File: src/sv/aip_pkg.sv
// Shared types and constants of the streaming ASCII integer parser.
package aip_pkg;

    localparam int CHAR_W     = 8;
    localparam int BASE_W     = 6;
    localparam int VALUE_W    = 32;
    localparam int CONSUMED_W = 16;
    localparam int CFG_IDX_W  = 1;
    localparam int CFG_DATA_W = 6;

    localparam logic [CFG_IDX_W-1:0] REG_NUMBER_BASE = 1'd0;
    localparam logic [CFG_IDX_W-1:0] REG_SIGNED_MODE = 1'd1;

    localparam logic [BASE_W-1:0] BASE_AUTO  = 6'd0;
    localparam logic [BASE_W-1:0] BASE_MIN   = 6'd2;
    localparam logic [BASE_W-1:0] BASE_OCT   = 6'd8;
    localparam logic [BASE_W-1:0] BASE_DEC   = 6'd10;
    localparam logic [BASE_W-1:0] BASE_HEX   = 6'd16;
    localparam logic [BASE_W-1:0] BASE_MAX   = 6'd36;
    localparam logic [BASE_W-1:0] NO_DIGIT   = 6'd63;

    localparam logic [CHAR_W-1:0] CH_TAB     = 8'd9;
    localparam logic [CHAR_W-1:0] CH_CR      = 8'd13;
    localparam logic [CHAR_W-1:0] CH_SPACE   = 8'd32;
    localparam logic [CHAR_W-1:0] CH_PLUS    = 8'd43;
    localparam logic [CHAR_W-1:0] CH_MINUS   = 8'd45;
    localparam logic [CHAR_W-1:0] CH_DIG_0   = 8'd48;
    localparam logic [CHAR_W-1:0] CH_DIG_9   = 8'd57;
    localparam logic [CHAR_W-1:0] CH_UPPER_A = 8'd65;
    localparam logic [CHAR_W-1:0] CH_UPPER_X = 8'd88;
    localparam logic [CHAR_W-1:0] CH_UPPER_Z = 8'd90;
    localparam logic [CHAR_W-1:0] CH_LOWER_A = 8'd97;
    localparam logic [CHAR_W-1:0] CH_LOWER_X = 8'd120;
    localparam logic [CHAR_W-1:0] CH_LOWER_Z = 8'd122;
    localparam logic [CHAR_W-1:0] LETTER_BIAS = 8'd10;

    typedef enum logic [1:0] {
        STATUS_OK        = 2'd0,
        STATUS_NO_DIGITS = 2'd1,
        STATUS_RANGE     = 2'd2,
        STATUS_BAD_BASE  = 2'd3
    } status_t;

    typedef struct packed {
        logic [CHAR_W-1:0] char_code;
        logic              last;
    } in_item_t;

    typedef struct packed {
        logic [VALUE_W-1:0]    value;
        status_t               status;
        logic [CONSUMED_W-1:0] consumed;
    } out_item_t;

    typedef struct packed {
        logic [BASE_W-1:0] number_base;
        logic              signed_mode;
    } cfg_t;

    // Digit value of a character, NO_DIGIT when it is not alphanumeric.
    function automatic logic [BASE_W-1:0] digit_of(input logic [CHAR_W-1:0] c);
        logic [BASE_W-1:0] d;
        d = NO_DIGIT;
        if (c inside {[CH_DIG_0:CH_DIG_9]})
        begin
            d = BASE_W'(c - CH_DIG_0);
        end
        else if (c inside {[CH_LOWER_A:CH_LOWER_Z]})
        begin
            d = BASE_W'(c - CH_LOWER_A + LETTER_BIAS);
        end
        else if (c inside {[CH_UPPER_A:CH_UPPER_Z]})
        begin
            d = BASE_W'(c - CH_UPPER_A + LETTER_BIAS);
        end
        return d;
    endfunction

endpackage

File: src/sv/aip_in_stage.sv
// Input register stage with valid/stall handshake.
module aip_in_stage
    import aip_pkg::*;
(
    input  logic     clk,
    input  logic     rst_n,
    input  logic     in_valid,
    output logic     in_stall,
    input  in_item_t in_data,
    input  logic     out_free,
    output logic     advance,
    output in_item_t item
);

    logic     valid_reg;
    logic     valid_next;
    in_item_t item_reg;
    logic     accept;

    // A final character needs room in the result register; others always advance.
    assign advance  = valid_reg && (!item_reg.last || out_free);
    assign in_stall = valid_reg && !advance;
    assign accept   = in_valid && !in_stall;
    assign item     = item_reg;

    always_comb
    begin
        valid_next = valid_reg;
        if (accept)
        begin
            valid_next = 1'b1;
        end
        else if (advance)
        begin
            valid_next = 1'b0;
        end
    end

    always_ff @(posedge clk or negedge rst_n)
    begin
        if (!rst_n)
        begin
            valid_reg <= 1'b0;
        end
        else
        begin
            valid_reg <= valid_next;
        end
    end

    always_ff @(posedge clk)
    begin
        if (accept)
        begin
            item_reg <= in_data;
        end
    end

endmodule

File: src/sv/aip_core.sv
// Parse state registers and the per-character step logic.
module aip_core
    import aip_pkg::*;
#(
    parameter int WORD_BITS     = 32,
    parameter int POSITION_BITS = 16
)
(
    input  logic      clk,
    input  logic      rst_n,
    input  logic      step,
    input  in_item_t  item,
    input  cfg_t      cfg,
    output out_item_t result
);

    localparam int PROD_W = WORD_BITS + BASE_W;

    typedef enum logic [5:0] {
        PH_SKIP   = 6'b000001,
        PH_SIGN   = 6'b000010,
        PH_ZERO   = 6'b000100,
        PH_PREFIX = 6'b001000,
        PH_DIGITS = 6'b010000,
        PH_DONE   = 6'b100000
    } phase_t;

    localparam logic [WORD_BITS-1:0] HALF     = {1'b1, {(WORD_BITS-1){1'b0}}};
    localparam logic [WORD_BITS-1:0] POS_MAX  = {1'b0, {(WORD_BITS-1){1'b1}}};
    localparam logic [WORD_BITS-1:0] ALL_ONES = {WORD_BITS{1'b1}};

    phase_t                   phase_reg, phase_next, phase_dec, take_phase;
    logic [WORD_BITS-1:0]     acc_reg, acc_next;
    logic                     negative_reg, negative_next;
    logic                     overflow_reg, overflow_next;
    logic [BASE_W-1:0]        base_reg, base_next;
    logic [POSITION_BITS-1:0] position_reg, position_next;
    logic [POSITION_BITS-1:0] end_mark_reg, end_mark_next;

    logic [CHAR_W-1:0] c;
    logic [BASE_W-1:0] digit;
    logic [BASE_W-1:0] take_base;
    logic              take;
    logic              first_char;
    logic              is_space;
    logic              base_ok;
    logic [PROD_W-1:0] prod_sum;
    logic [WORD_BITS-1:0] word_val;
    logic [63:0]          value_wide;
    logic [31:0]          consumed_wide;
    status_t              status_val;

    assign c        = item.char_code;
    assign digit    = digit_of(c);
    assign is_space = (c == CH_SPACE) || (c inside {[CH_TAB:CH_CR]});
    assign base_ok  = cfg.number_base inside {BASE_AUTO, [BASE_MIN:BASE_MAX]};

    assign position_next = (position_reg != {POSITION_BITS{1'b1}})
                         ? position_reg + 1'b1 : position_reg;

    // Decide what this character does to the parse.
    always_comb
    begin
        phase_dec     = phase_reg;
        base_next     = base_reg;
        negative_next = negative_reg;
        first_char    = 1'b0;
        take          = 1'b0;
        take_base     = base_reg;
        take_phase    = PH_DIGITS;
        case (phase_reg)
            PH_SKIP:
            begin
                if (!is_space)
                begin
                    if (c == CH_PLUS || c == CH_MINUS)
                    begin
                        negative_next = (c == CH_MINUS);
                        phase_dec     = PH_SIGN;
                    end
                    else
                    begin
                        first_char = 1'b1;
                    end
                end
            end
            PH_SIGN:
            begin
                first_char = 1'b1;
            end
            PH_ZERO:
            begin
                if (c == CH_LOWER_X || c == CH_UPPER_X)
                begin
                    phase_dec = PH_PREFIX;
                end
                else if (digit < base_reg)
                begin
                    take = 1'b1;
                end
                else
                begin
                    phase_dec = PH_DONE;
                end
            end
            PH_PREFIX:
            begin
                if (digit < BASE_HEX)
                begin
                    base_next = BASE_HEX;
                    take_base = BASE_HEX;
                    take      = 1'b1;
                end
                else
                begin
                    phase_dec = PH_DONE;
                end
            end
            PH_DIGITS:
            begin
                if (digit < base_reg)
                begin
                    take = 1'b1;
                end
                else
                begin
                    phase_dec = PH_DONE;
                end
            end
            PH_DONE:
            begin
                phase_dec = PH_DONE;
            end
            default:
            begin
                phase_dec = PH_DONE;
            end
        endcase

        // First character past whitespace and sign fixes the base.
        if (first_char)
        begin
            if (!base_ok)
            begin
                phase_dec = PH_DONE;
            end
            else if (cfg.number_base == BASE_AUTO)
            begin
                if (c == CH_DIG_0)
                begin
                    base_next  = BASE_OCT;
                    take_base  = BASE_OCT;
                    take       = 1'b1;
                    take_phase = PH_ZERO;
                end
                else
                begin
                    base_next = BASE_DEC;
                    take_base = BASE_DEC;
                    if (digit < BASE_DEC)
                    begin
                        take = 1'b1;
                    end
                    else
                    begin
                        phase_dec = PH_DONE;
                    end
                end
            end
            else
            begin
                base_next = cfg.number_base;
                take_base = cfg.number_base;
                if (cfg.number_base == BASE_HEX && c == CH_DIG_0)
                begin
                    take       = 1'b1;
                    take_phase = PH_ZERO;
                end
                else if (digit < cfg.number_base)
                begin
                    take = 1'b1;
                end
                else
                begin
                    phase_dec = PH_DONE;
                end
            end
        end
    end

    // One multiply-add by the radix; any bit above the word means overflow.
    assign prod_sum = PROD_W'(acc_reg) * PROD_W'(take_base) + PROD_W'(digit);

    always_comb
    begin
        phase_next    = phase_dec;
        acc_next      = acc_reg;
        overflow_next = overflow_reg;
        end_mark_next = end_mark_reg;
        if (take)
        begin
            if (prod_sum[PROD_W-1:WORD_BITS] != '0)
            begin
                overflow_next = 1'b1;
            end
            else
            begin
                acc_next = prod_sum[WORD_BITS-1:0];
            end
            end_mark_next = position_next;
            phase_next    = take_phase;
        end
    end

    // Final result from the state after this character.
    always_comb
    begin
        word_val   = '0;
        status_val = STATUS_OK;
        if (!base_ok)
        begin
            status_val = STATUS_BAD_BASE;
        end
        else if (end_mark_next == '0)
        begin
            status_val = STATUS_NO_DIGITS;
        end
        else if (cfg.signed_mode)
        begin
            if (overflow_next)
            begin
                status_val = STATUS_RANGE;
                word_val   = negative_next ? HALF : POS_MAX;
            end
            else if (negative_next)
            begin
                if (acc_next > HALF)
                begin
                    status_val = STATUS_RANGE;
                    word_val   = HALF;
                end
                else
                begin
                    word_val = '0 - acc_next;
                end
            end
            else if (acc_next > POS_MAX)
            begin
                status_val = STATUS_RANGE;
                word_val   = POS_MAX;
            end
            else
            begin
                word_val = acc_next;
            end
        end
        else
        begin
            if (overflow_next)
            begin
                status_val = STATUS_RANGE;
                word_val   = ALL_ONES;
            end
            else
            begin
                word_val = negative_next ? ('0 - acc_next) : acc_next;
            end
        end
    end

    assign value_wide    = 64'(word_val);
    assign consumed_wide = (base_ok && end_mark_next != '0) ? 32'(end_mark_next) : '0;

    assign result.value    = value_wide[VALUE_W-1:0];
    assign result.status   = status_val;
    assign result.consumed = consumed_wide[CONSUMED_W-1:0];

    always_ff @(posedge clk or negedge rst_n)
    begin
        if (!rst_n)
        begin
            phase_reg    <= PH_SKIP;
            acc_reg      <= '0;
            negative_reg <= 1'b0;
            overflow_reg <= 1'b0;
            base_reg     <= BASE_DEC;
            position_reg <= '0;
            end_mark_reg <= '0;
        end
        else if (step)
        begin
            if (item.last)
            begin
                // Start the next string fresh.
                phase_reg    <= PH_SKIP;
                acc_reg      <= '0;
                negative_reg <= 1'b0;
                overflow_reg <= 1'b0;
                base_reg     <= BASE_DEC;
                position_reg <= '0;
                end_mark_reg <= '0;
            end
            else
            begin
                phase_reg    <= phase_next;
                acc_reg      <= acc_next;
                negative_reg <= negative_next;
                overflow_reg <= overflow_next;
                base_reg     <= base_next;
                position_reg <= position_next;
                end_mark_reg <= end_mark_next;
            end
        end
    end

endmodule

File: src/sv/aip_out_stage.sv
// Result register with valid/stall handshake.
module aip_out_stage
    import aip_pkg::*;
(
    input  logic      clk,
    input  logic      rst_n,
    input  logic      load,
    input  out_item_t result,
    output logic      out_free,
    output logic      out_valid,
    input  logic      out_stall,
    output out_item_t out_data
);

    logic      valid_reg;
    logic      valid_next;
    out_item_t item_reg;

    // Free when empty or when the held result transfers this cycle.
    assign out_free  = !valid_reg || !out_stall;
    assign out_valid = valid_reg;
    assign out_data  = item_reg;

    always_comb
    begin
        valid_next = valid_reg;
        if (load)
        begin
            valid_next = 1'b1;
        end
        else if (!out_stall)
        begin
            valid_next = 1'b0;
        end
    end

    always_ff @(posedge clk or negedge rst_n)
    begin
        if (!rst_n)
        begin
            valid_reg <= 1'b0;
        end
        else
        begin
            valid_reg <= valid_next;
        end
    end

    always_ff @(posedge clk)
    begin
        if (load)
        begin
            item_reg <= result;
        end
    end

endmodule

File: src/sv/ascii_integer_parser.sv
// Top level of the streaming ASCII integer parser.
//
// Input channel (in_valid / in_stall / in_data) carries one character per
// transfer; in_data.last marks the final character of a string. For every
// string exactly one result leaves on the output channel (out_valid /
// out_stall / out_data): value, status and consumed count, strtol style in
// signed mode and strtoul style in unsigned mode.
// Configuration: cfg_write with cfg_index selects number_base (index 0) or
// signed_mode (index 1); write them only while no string is in flight.
// Throughput: one character per cycle, except while a final character waits
// on a held result; a single multiply-add of the accumulator by the radix
// lies between the input and result registers. A final character sits in
// the input register, loads the result register once that is free, and
// from there can transfer out.
// Reset: both channels empty, parse state cleared, number_base 10, signed.
// Stall: a held result does not block ordinary characters; they keep
// flowing. A final character waits in the input register while the result
// register is still held, and in_stall stays high until that result leaves.
module ascii_integer_parser
    import aip_pkg::*;
#(
    parameter int WORD_BITS     = 32,
    parameter int POSITION_BITS = 16
)
(
    input  logic                  clk,
    input  logic                  rst_n,
    input  logic                  in_valid,
    output logic                  in_stall,
    input  in_item_t              in_data,
    output logic                  out_valid,
    input  logic                  out_stall,
    output out_item_t             out_data,
    input  logic                  cfg_write,
    input  logic [CFG_IDX_W-1:0]  cfg_index,
    input  logic [CFG_DATA_W-1:0] cfg_data
);

    cfg_t      cfg_reg;
    cfg_t      cfg_next;
    in_item_t  item;
    out_item_t result;
    logic      advance;
    logic      out_free;

    // Configuration registers, written live.
    always_comb
    begin
        cfg_next = cfg_reg;
        if (cfg_write)
        begin
            case (cfg_index)
                REG_NUMBER_BASE: cfg_next.number_base = cfg_data[BASE_W-1:0];
                REG_SIGNED_MODE: cfg_next.signed_mode = cfg_data[0];
                default:         cfg_next = cfg_reg;
            endcase
        end
    end

    always_ff @(posedge clk or negedge rst_n)
    begin
        if (!rst_n)
        begin
            cfg_reg.number_base <= BASE_DEC;
            cfg_reg.signed_mode <= 1'b1;
        end
        else
        begin
            cfg_reg <= cfg_next;
        end
    end

    aip_in_stage u_in_stage (
        .clk      (clk),
        .rst_n    (rst_n),
        .in_valid (in_valid),
        .in_stall (in_stall),
        .in_data  (in_data),
        .out_free (out_free),
        .advance  (advance),
        .item     (item)
    );

    // Advance the parse state by one character per cycle whenever the input stage advances.
    aip_core #(
        .WORD_BITS     (WORD_BITS),
        .POSITION_BITS (POSITION_BITS)
    ) u_core (
        .clk    (clk),
        .rst_n  (rst_n),
        .step   (advance),
        .item   (item),
        .cfg    (cfg_reg),
        .result (result)
    );

    // Capture the result when a final character steps through.
    aip_out_stage u_out_stage (
        .clk       (clk),
        .rst_n     (rst_n),
        .load      (advance && item.last),
        .result    (result),
        .out_free  (out_free),
        .out_valid (out_valid),
        .out_stall (out_stall),
        .out_data  (out_data)
    );

endmodule

File: config.mk
export PLATFORM = sky130hd
export DESIGN_NAME = ascii_integer_parser
export DESIGN_NICKNAME = d
export VERILOG_FILES = /design/src/sv/aip_pkg.sv /design/src/sv/aip_in_stage.sv /design/src/sv/aip_core.sv /design/src/sv/aip_out_stage.sv /design/src/sv/ascii_integer_parser.sv
export SDC_FILE = /design/constraint.sdc
export NUM_CORES = 1
export LEC_CHECK = 0
export ABC_AREA = 1
export ABC_CLOCK_PERIOD_IN_PS = 8400
export BUFFER_PORTS_ARGS = -buffer_cell sky130_fd_sc_hd__buf_4
export CORE_UTILIZATION = 55
export CTS_BUF_LIST = sky130_fd_sc_hd__clkbuf_4 sky130_fd_sc_hd__clkbuf_8
export CTS_CLUSTER_SIZE = 30
export DETAILED_ROUTE_END_ITERATION = 10
export PLACE_DENSITY = 0.73
export SYNTH_ARGS = -nofsm -noshare
export SYNTH_HDL_FRONTEND = slang
export SYNTH_SLANG_ARGS = --single-unit
File: constraint.sdc
create_clock -name clk -period 8.4 [get_ports clk]
set_input_delay 2.52 -clock clk [delete_from_list [all_inputs] [get_ports clk]]
set_output_delay 2.52 -clock clk [all_outputs]
set_load 0.01 [all_outputs]
Word level (Yosys, flattened, before mapping)

Index checks and enable logic that the tools add are counted.

Register bits after elaboration: 146
Bits of input ports: 21
Word-level logic and storage cells: 165

Add/sub/neg operators: 8
Multipliers: 1
Magnitude comparators: 16
Equality and inequality tests: 14
Multiplexer cells: 77
Bitwise gates (word level): 2
Reduce and logical (&&, ||, !) cells: 30

Operators with widths:

| cell                                                                              | count |
|---|---|
| 32-bit 2-to-1 mux                                                                 | 11 |
| 6-bit 2-to-1 mux                                                                  | 26 |
| 16-bit 2-to-1 mux                                                                 | 4 |
| 38-bit by 6-bit adder with 38-bit output                                          | 1 |
| 32-bit by 6-bit multiplier with 38-bit output                                     | 1 |
| 8-bit by 6-bit equality test with 1-bit output (second input constant)            | 4 |
| 32-bit by 31-bit > comparator with 1-bit output (second input constant)           | 1 |
| 32-bit > comparator (second input constant)                                       | 1 |
| 1-bit by 32-bit subtractor with 32-bit output (first input constant)              | 1 |
| 6-bit one-hot mux with 5 select lines                                             | 1 |
| 1-bit 2-to-1 mux                                                                  | 23 |
| 16-bit by 1-bit adder with 16-bit output (second input constant)                  | 1 |
| 8-bit by 7-bit equality test with 1-bit output (second input constant)            | 2 |
| 8-bit by 7-bit >= comparator with 1-bit output (second input constant)            | 2 |
| 8-bit by 7-bit less-or-equal comparator with 1-bit output (second input constant) | 2 |
| 16-bit zero test                                                                  | 1 |
| 2-bit 2-to-1 mux                                                                  | 8 |
| 16-bit inequality test (second input constant)                                    | 1 |
| 16-bit nonzero test                                                               | 1 |
| 6-bit by 4-bit adder with 6-bit output (second input constant)                    | 2 |
| 6-bit by 5-bit equality test with 1-bit output (second input constant)            | 2 |
| 6-bit < comparator                                                                | 2 |
| 6-bit subtractor (second input constant)                                          | 2 |
| 1-bit logical AND                                                                 | 11 |
| 25 further kinds                                                                  | 37 |

Depth between registers and ports, before layout

Gate-level depths: netlist of the first run.

Depth after elaboration: 21
Depth in mapped cells: 56
Depth with buffers taken out: 53

By module

From an unflattened synthesis of the first run, not the netlist that was laid out.

Cells, all modules: 2,395
Area, all modules: 16,791.1 µm²

Modules (own cells, without submodules):

| module               | instances | cells each | area an instance (µm²) | sequential area each (µm²) |
|---|---|---|---|---|
| aip_core             | 1         | 2,288      | 14,607.8               | 1,955.6 |
| aip_out_stage        | 1         | 54         | 1,542.7                | 1,526.5 |
| aip_in_stage         | 1         | 19         | 336.6                  | 295.3 |
| ascii_integer_parser | 1         | 34         | 304.0                  | 178.9 |

Least setup slack after synthesis of the first run

OpenSTA, ideal clock, no wires.

Path kind: register -> register
Start: reg u_in_stage.item_reg (netlist bit u_in_stage.item[2])
End: reg u_out_stage.item_reg (netlist bit u_out_stage.out_data[41]), data pin
Arrival time: 7,370 ps
Data required time: 8,133 ps
Setup slack: 763 ps
Stages on the path, launching flop included: 53
Cells stage by stage: edfxtp_1 -> inv_1 -> ha_1 -> inv_2 -> nor2_1 -> o21ai_0 -> nand4_1 -> o21ai_0 -> inv_1 -> nand2_1 -> o21ai_2 -> inv_1 -> nor2_1 -> clkinv_1 -> nand3_1 -> o21ai_0 -> inv_1 -> clkbuf_1 -> [... 17 more ...] -> nand2_1 -> nand2_1 -> nand2_1 -> nor2_2 -> nand3_4 -> buf_6 -> o21ai_1 -> nand2_1 -> nand2_1 -> nand2_2 -> nor2_2 -> nand2_1 -> nor2_2 -> nand3_1 -> nand2_1 -> nand3_1 -> a21oi_1 -> a21oi_1

Longest elaborated chain between the ends: 20
Elaborated cells on any way between the ends: 78
Classes of those cells: 7 x add/sub; 1 x mul; 14 x order compare; 6 x eq/ne; 39 x mux; 11 x reduce/logical

RTL lines:

| element                                                                             | line                                             | source |
|---|---|---|
| start, declared                                                                     | aip_in_stage.sv:17                               | `in_item_t item_reg;` |
| start signal, assigned                                                              | aip_in_stage.sv:55                               | `item_reg <= in_data;` |
| 6-bit by 1-bit subtractor with 6-bit output (tied with other cells)                 | aip_pkg.sv:74                                    | `d = BASE_W'(c - CH_UPPER_A + LETTER_BIAS);` |
| 6-bit by 4-bit adder with 6-bit output or 1-bit logical AND (tied branches)         | aip_pkg.sv:74, aip_pkg.sv:72                     |  |
| 6-bit 2-to-1 mux                                                                    | aip_pkg.sv:72                                    | `else if (c inside {[CH_UPPER_A:CH_UPPER_Z]})` |
| 6-bit 2-to-1 mux                                                                    | aip_pkg.sv:68                                    | `else if (c inside {[CH_LOWER_A:CH_LOWER_Z]})` |
| 6-bit 2-to-1 mux                                                                    | aip_pkg.sv:64                                    | `if (c inside {[CH_DIG_0:CH_DIG_9]})` |
| 6-bit by 5-bit < comparator with 1-bit output or 6-bit < comparator (tied branches) | aip_core.sv:108, aip_core.sv:97, aip_core.sv:121 |  |
| 6-bit 2-to-1 mux or 1-bit 2-to-1 mux (tied branches)                                | aip_core.sv:108, aip_core.sv:97, aip_core.sv:121 |  |
| 6-bit 2-to-1 mux or 1-bit 2-to-1 mux (tied branches)                                | aip_core.sv:71, aip_core.sv:93                   |  |
| [... 4 more ...]                                                                    | n/a                                              |  |
| 6-bit nonzero test or 1-bit 2-to-1 mux (tied branches)                              | aip_core.sv:202, aip_core.sv:143                 |  |
| 32-bit 2-to-1 mux or 1-bit 2-to-1 mux (tied branches)                               | aip_core.sv:202, aip_core.sv:141                 |  |
| 32-bit 2-to-1 mux                                                                   | aip_core.sv:200                                  | `if (take)` |
| 1-bit by 32-bit subtractor with 32-bit output (tied with other cells)               | aip_core.sv:244, aip_core.sv:266                 |  |
| 32-bit 2-to-1 mux, on equally long branches                                         | aip_core.sv:237, aip_core.sv:247                 |  |
| 32-bit 2-to-1 mux                                                                   | aip_core.sv:235                                  | `else if (negative_next)` |
| 32-bit 2-to-1 mux                                                                   | aip_core.sv:230                                  | `if (overflow_next)` |
| 32-bit 2-to-1 mux                                                                   | aip_core.sv:228                                  | `else if (cfg.signed_mode)` |
| end signal, assigned                                                                | aip_out_stage.sv:53                              | `item_reg <= result;` |
| end, declared                                                                       | aip_out_stage.sv:17                              | `out_item_t item_reg;` |

Several ways; a longest one is shown, not always the timed one.
A chain may end at the register's enable or synchronous reset.

Worst setup path in the final report of the first run

Start: reg u_in_stage.item_reg (netlist bit u_in_stage.item[6])
End: reg u_out_stage.item_reg (netlist bit u_out_stage.out_data[41]), data pin

The elaborated chain is that of the path after synthesis.

==> flow_summary.yaml, run 1 <==
outcome:
  status: "complete, no violations"
placement:
  post-place-ws_ns: -0.174
  place_inst: 2700
  placed_area_sq_um: 17500
  gp_congestion: 0.985
  dp_hpwl_mm: 36.4
  portBuffers: 72
sta:
  slew_headroom: 0.248
  setup_ws_ns: 0.397
  totalNegativeSetupSlack_ns: 0
  final-max-slew-violation-count: 0
  finalCriticalPeriod_ns: 8.00
  finalCritPeriodShare: 0.953
  fmax_mhz: 125
  setup_violations: 0
  max_slew.worst_pin.slew_ns: 1.13
  hold_ws_ns: 0.487
  hold_viol: 0
  fin_skew_ns: 0.0219
finish:
  fin_cells: 2754
  nNetsFinal: 2603
  final_util: 0.654
  fillers: 2515
  area_growth_pct: 17.2
  multi_input_area_sq_um: 11200
  n_antenna_cell: 0
  post_route_cells_drive_above_1_share: 0.178
  fin_area_sq_um: 18700
  ff_latch_area_sq_um: 3960
  largest_reg_flops: 50
critical_path:
  cp_max_fo: 9
  crit_type: "register to register"
  cp-end-kind: "register"
  slowest_stage: "fa_1"
  cp-start-kind: "register"
  worst-endpoint-required_ns: 8.65
  critPathMaxStageDelay_ns: 0.55
  path_common_cell: "nand2_1"
  crit_arrival_ns: 8.25
global_route:
  grt_start_max_net_pins: 69
  grt_pass1_wl_mm: 75.4
  antenna_found_initial: 0
  grt_usage: 0.326
  grt_pass1_vias: 15200
  gr-total-overflow: 0
yosys:
  syn_inst: 2208
  yosys.area.top_type: "fa_1"
  synth.net_count: 2454
  yosysMostFrequentCell: "nand2_1"
  ys.flop_type: "dfrtp_1"
  ys_ff_latch: 146
  async_flop_share: 0.596
  synth_area_leaders: "fa_1, dfrtp_1, nand2_1"
  synth_top_area_frac: 0.155
  synth_common_cells: "nand2_1, nor2_1, inv_1, nand3_1, fa_1"
  ys_warn_count: 0
  ys_seq_area_frac: 0.248
  synth_area_per_cell_sq_um: 7.24
  synth.distinct_cells: 48
  netlist_area_sq_um: 16000
  synth_edf_count: 59
detailed_routing:
  avgViaCountPerCell: 5.72
  drc: 0
  vias: 15700
  first_iter_violations: 1499
  dr.pass1.iters: 6
  routedWlPerCell_microns: 17.7
  routed_wl_mm: 48.6
  final_antenna_net_count: 0
clock_tree:
  h-tree-depth: 4
  clkLatencyLatePin_ns: 0.50
  clockBufferDepth: 2
  cts_tree: "yes"
  clkSlewWorstSetupHoldPaths_ns: 0.09
  cts_sinks: 146
  cts-root-buf: "clkbuf_8"
  cts_made_buffers: 17
power:
  irDropWorstVdd_uv: 220
  p_leak_nw: 9.47
  total_power_mw: 4.59
  powerDensity_nw_per_um2: 245
die:
  fp-row-count: 62
  die_w_microns: 172
  core_area_sq_um: 28600
  initial_utilization: 0.558
  die_area_sq_um: 29700
  die_height_microns: 172
  ios: 73
min_path:
  hp-class: "register to register"
run:
  drv_cap: 0
[routing by layer]
| metal | wire [microns] | global-route usage |
|---|---|---|
| met1 | 19400 | 0.398 |
| met2 | 23800 | 0.566 |
| met3 | 3140 | 0.0469 |
| met4 | 2310 | 0.154 |
| met5 | 0 | 0 |
[report_power, final]
| part | leakage [nW] | internal (mW) | switching, mW |
|---|---|---|---|
| Combinational | 7.54 | 1.20 | 1.93 |
| Clock | 0.193 | 0.246 | 0.320 |
| Sequential | 1.73 | 0.854 | 0.0463 |
| Total | 9.47 | 2.30 | 2.29 |
[layout make-up]
type,count,share of cell area
timing repair buffer,204,0.0935
clock buffer,18,0.0129
clock inverter,14,0.00748
tap,384,0.0257
inverter,254,0.0516
sequential,146,0.211
multi-input combinational,1733,0.597
timing repair inverter,1,0.000200
[cells in the final DEF, fill, tap and decap left out, types with 18 or more instances in the layout]
| master | count |
|---|---|
| nand2_1 | 501 |
| nor2_1 | 352 |
| inv_1 | 205 |
| buf_4 | 187 |
| fa_1 | 124 |
| nand3_1 | 118 |
| a21oi_1 | 106 |
| ha_1 | 89 |
| dfrtp_1 | 81 |
| o21ai_0 | 77 |
| edfxtp_1 | 59 |
| o22ai_1 | 50 |
| nand2_2 | 41 |
| nand4_1 | 38 |
| nor2_2 | 36 |
| o21ai_1 | 27 |
| clkinv_1 | 24 |
| inv_2 | 24 |
| xnor2_1 | 21 |
| xor2_1 | 19 |
| nor3_1 | 18 |
[what timing repair did]
action                     CTS  global route
hold endpoints to repair     0             0
hold buffers                 0             0
buffers inserted             0            15
resized for setup            5           140
gates cloned                 0             7
setup endpoints to repair   33            34
pin swaps                    0            22
[critical path: cells and delay by family (launching register included)]
family	cells	cell delay [ns]
adder cells (fa/ha/maj)	6	2.43
flip-flops	1	0.42
buffers and inverters	7	0.89
AND/OR/NAND/NOR	27	2.77
AO/OA/AOI/OAI	7	1.24
[worst paths after layout]
check / from / end / slack (ns) / depth (start not counted)
hold / removal: u_core.end_mark_reg[4] / u_core.end_mark_reg[4] / 0.49 / 2
setup / recovery: u_in_stage.item[6] / u_out_stage.out_data[41] / 0.40 / 47
min in group asynchronous: rst_n / u_in_stage.valid_reg / 2.00 / 1
max in group asynchronous: rst_n / cfg_reg[3] / 5.34 / 2
hold reg to reg: u_core.end_mark_reg[4] / u_core.end_mark_reg[4] / 0.49 / 2
setup reg to reg: u_in_stage.item[6] / u_out_stage.out_data[41] / 0.40 / 47
[kinds of logic (layout without fill, tap and decap cells)]
family / count (synthesis) / in the layout / synth area share
AOI/OAI and AO/OA: 314 / 314 / 0.108
xor gates and xnor gates: 40 / 40 / 0.0219
adders and majority gates: 225 / 225 / 0.234
buffers and inverters: 331 / 491 / 0.0842
DFF: 146 / 146 / 0.248
and+or+nand+nor: 1152 / 1154 / 0.304
Note: power is estimated with default switching activity, not from simulation.
==> run 2: changes to the inputs <==
- ABC_CLOCK_PERIOD_IN_PS: 8400 -> 7150
- PLACE_DENSITY: 0.73 -> 0.75
- clock period: 8.4 -> 7.15 ns (I/O delays scaled with it)
==> flow_summary.yaml, run 2 (synthesized netlist as in run 1, its figures left out) <==
die:
  ios: 73
  fp-row-count: 62
  core_area_sq_um: 28600
  initial_utilization: 0.558
  die_w_microns: 172
  die_height_microns: 172
  die_area_sq_um: 29700
sta:
  setup_violations: 33
  setup_ws_ns: -0.756
  slew_headroom: 0.287
  hold_ws_ns: 0.492
  hold_viol: 0
  rsz0062_at_grt: "yes"
  max_slew.worst_pin.slew_ns: 1.07
  fmax_mhz: 126
  final-max-slew-violation-count: 0
  fin_skew_ns: 0.0218
  finalCriticalPeriod_ns: 7.91
  finalCritPeriodShare: 1.11
  totalNegativeSetupSlack_ns: -22.50
critical_path:
  worst-endpoint-required_ns: 7.50
  critPathMaxStageDelay_ns: 0.54
  crit_type: "register to register"
  cp-end-kind: "register"
  path_common_cell: "nand2_1"
  crit_arrival_ns: 8.26
  slowest_stage: "fa_1"
  cp-start-kind: "register"
  cp_max_fo: 20
detailed_routing:
  final_antenna_net_count: 0
  route.met2.wl_mm: 25.9
  wl_met3_mm: 4.04
  vias: 17000
  met1_length_mm: 20.0
  highest_layer: "met4"
  drc: 0
  first_iter_violations: 1697
  routed_wl_mm: 53.0
  avgViaCountPerCell: 5.75
  dr.pass1.iters: 6
  routedWlPerCell_microns: 17.9
global_route:
  grt_pass1_wl_mm: 81.3
  grt_usage: 0.351
  grt_pass1_vias: 16500
  gr-total-overflow: 0
  grt_start_max_net_pins: 69
  antenna_found_initial: 0
finish:
  final_cell_mix: "nand2_1, buf_4, nor2_1"
  fin_cells: 2961
  post_route_cells_drive_above_1_share: 0.298
  n_antenna_cell: 0
  area_growth_pct: 32.4
  final_util: 0.740
  fillers: 2127
  fin_area_sq_um: 21200
  largest_reg_flops: 50
  nNetsFinal: 2810
  final_common_cell: "nand2_1"
power:
  total_power_mw: 6.24
  p_leak_nw: 10.5
  powerDensity_nw_per_um2: 295
  irDropWorstVdd_uv: 209
clock_tree:
  clockBufferDepth: 2
  clkSlewWorstSetupHoldPaths_ns: 0.09
  cts_made_buffers: 17
  cts_sinks: 146
  cts-root-buf: "clkbuf_8"
  clkLatencyLatePin_ns: 0.50
  h-tree-depth: 4
  cts_tree: "yes"
min_path:
  hp-class: "register to register"
outcome:
  violations: "negative setup slack"
  status: "finished with violations"
run:
  drv_cap: 0
placement:
  gp_congestion: 0.999
  portBuffers: 72
  dp_hpwl_mm: 39.1
  post-place-ws_ns: -0.914
  place_inst: 2899
  placed_area_sq_um: 19200
[run 2: final timing paths]
kind / from / endpoint / slack [ns] / depth (start not counted)
worst max-delay path: u_in_stage.item[1] / u_out_stage.out_data[32] / -0.76 / 48
worst min-delay path: u_core.end_mark_reg[10] / u_core.end_mark_reg[10] / 0.49 / 2
worst max register to register: u_in_stage.item[1] / u_out_stage.out_data[32] / -0.76 / 48
worst min register to register: u_core.end_mark_reg[10] / u_core.end_mark_reg[10] / 0.49 / 2
max in group asynchronous: rst_n / u_core.acc_reg[10] / 4.45 / 2
min in group asynchronous: rst_n / u_in_stage.valid_reg / 1.61 / 1
[run 2: timing repair]
| item | CTS | global route |
|---|---|---|
| resized for setup | 126 | 159 |
| setup endpoints to repair | 38 | 62 |
| pin swaps | 36 | 41 |
| cloned | 3 | 7 |
| hold buffers | 0 | 0 |
| setup buffers | 8 | 12 |
[run 2: per-layer routing]
| metal | track usage | vias up |
|---|---|---|
| met5 | 0 | - |
| met4 | 0.162 | 0 |
| met3 | 0.0595 | 220 |
| li1 | - | 7886 |
| met2 | 0.607 | 900 |
| met1 | 0.426 | 8019 |
[run 2: final cells by class]
class,instances,area (sq um),area share
multi-input combinational,1731,11900,0.563
sequential,146,3960,0.187
timing repair buffer,411,3410,0.161
inverter,254,981,0.0463
tap,384,480,0.0227
clock buffer,18,241,0.0114
clock inverter,14,144,0.00680
timing repair inverter,3,28.8,0.00136
[run 2: worst max-delay path: cells and delay by family, from the launching register on]
family / cells / cell delay (ns)
adders and majority gates: 6 / 2.34
and+or+nand+nor: 25 / 2.84
AOI/OAI and AO/OA: 7 / 1.03
buffers and inverters: 10 / 1.11
DFF: 1 / 0.45
[run 2: where the power goes]
group	internal, mW	leakage (nW)	switching [mW]
sequential	1.00	1.73	0.0519
clock	0.289	0.190	0.367
combinational	1.96	8.60	2.57
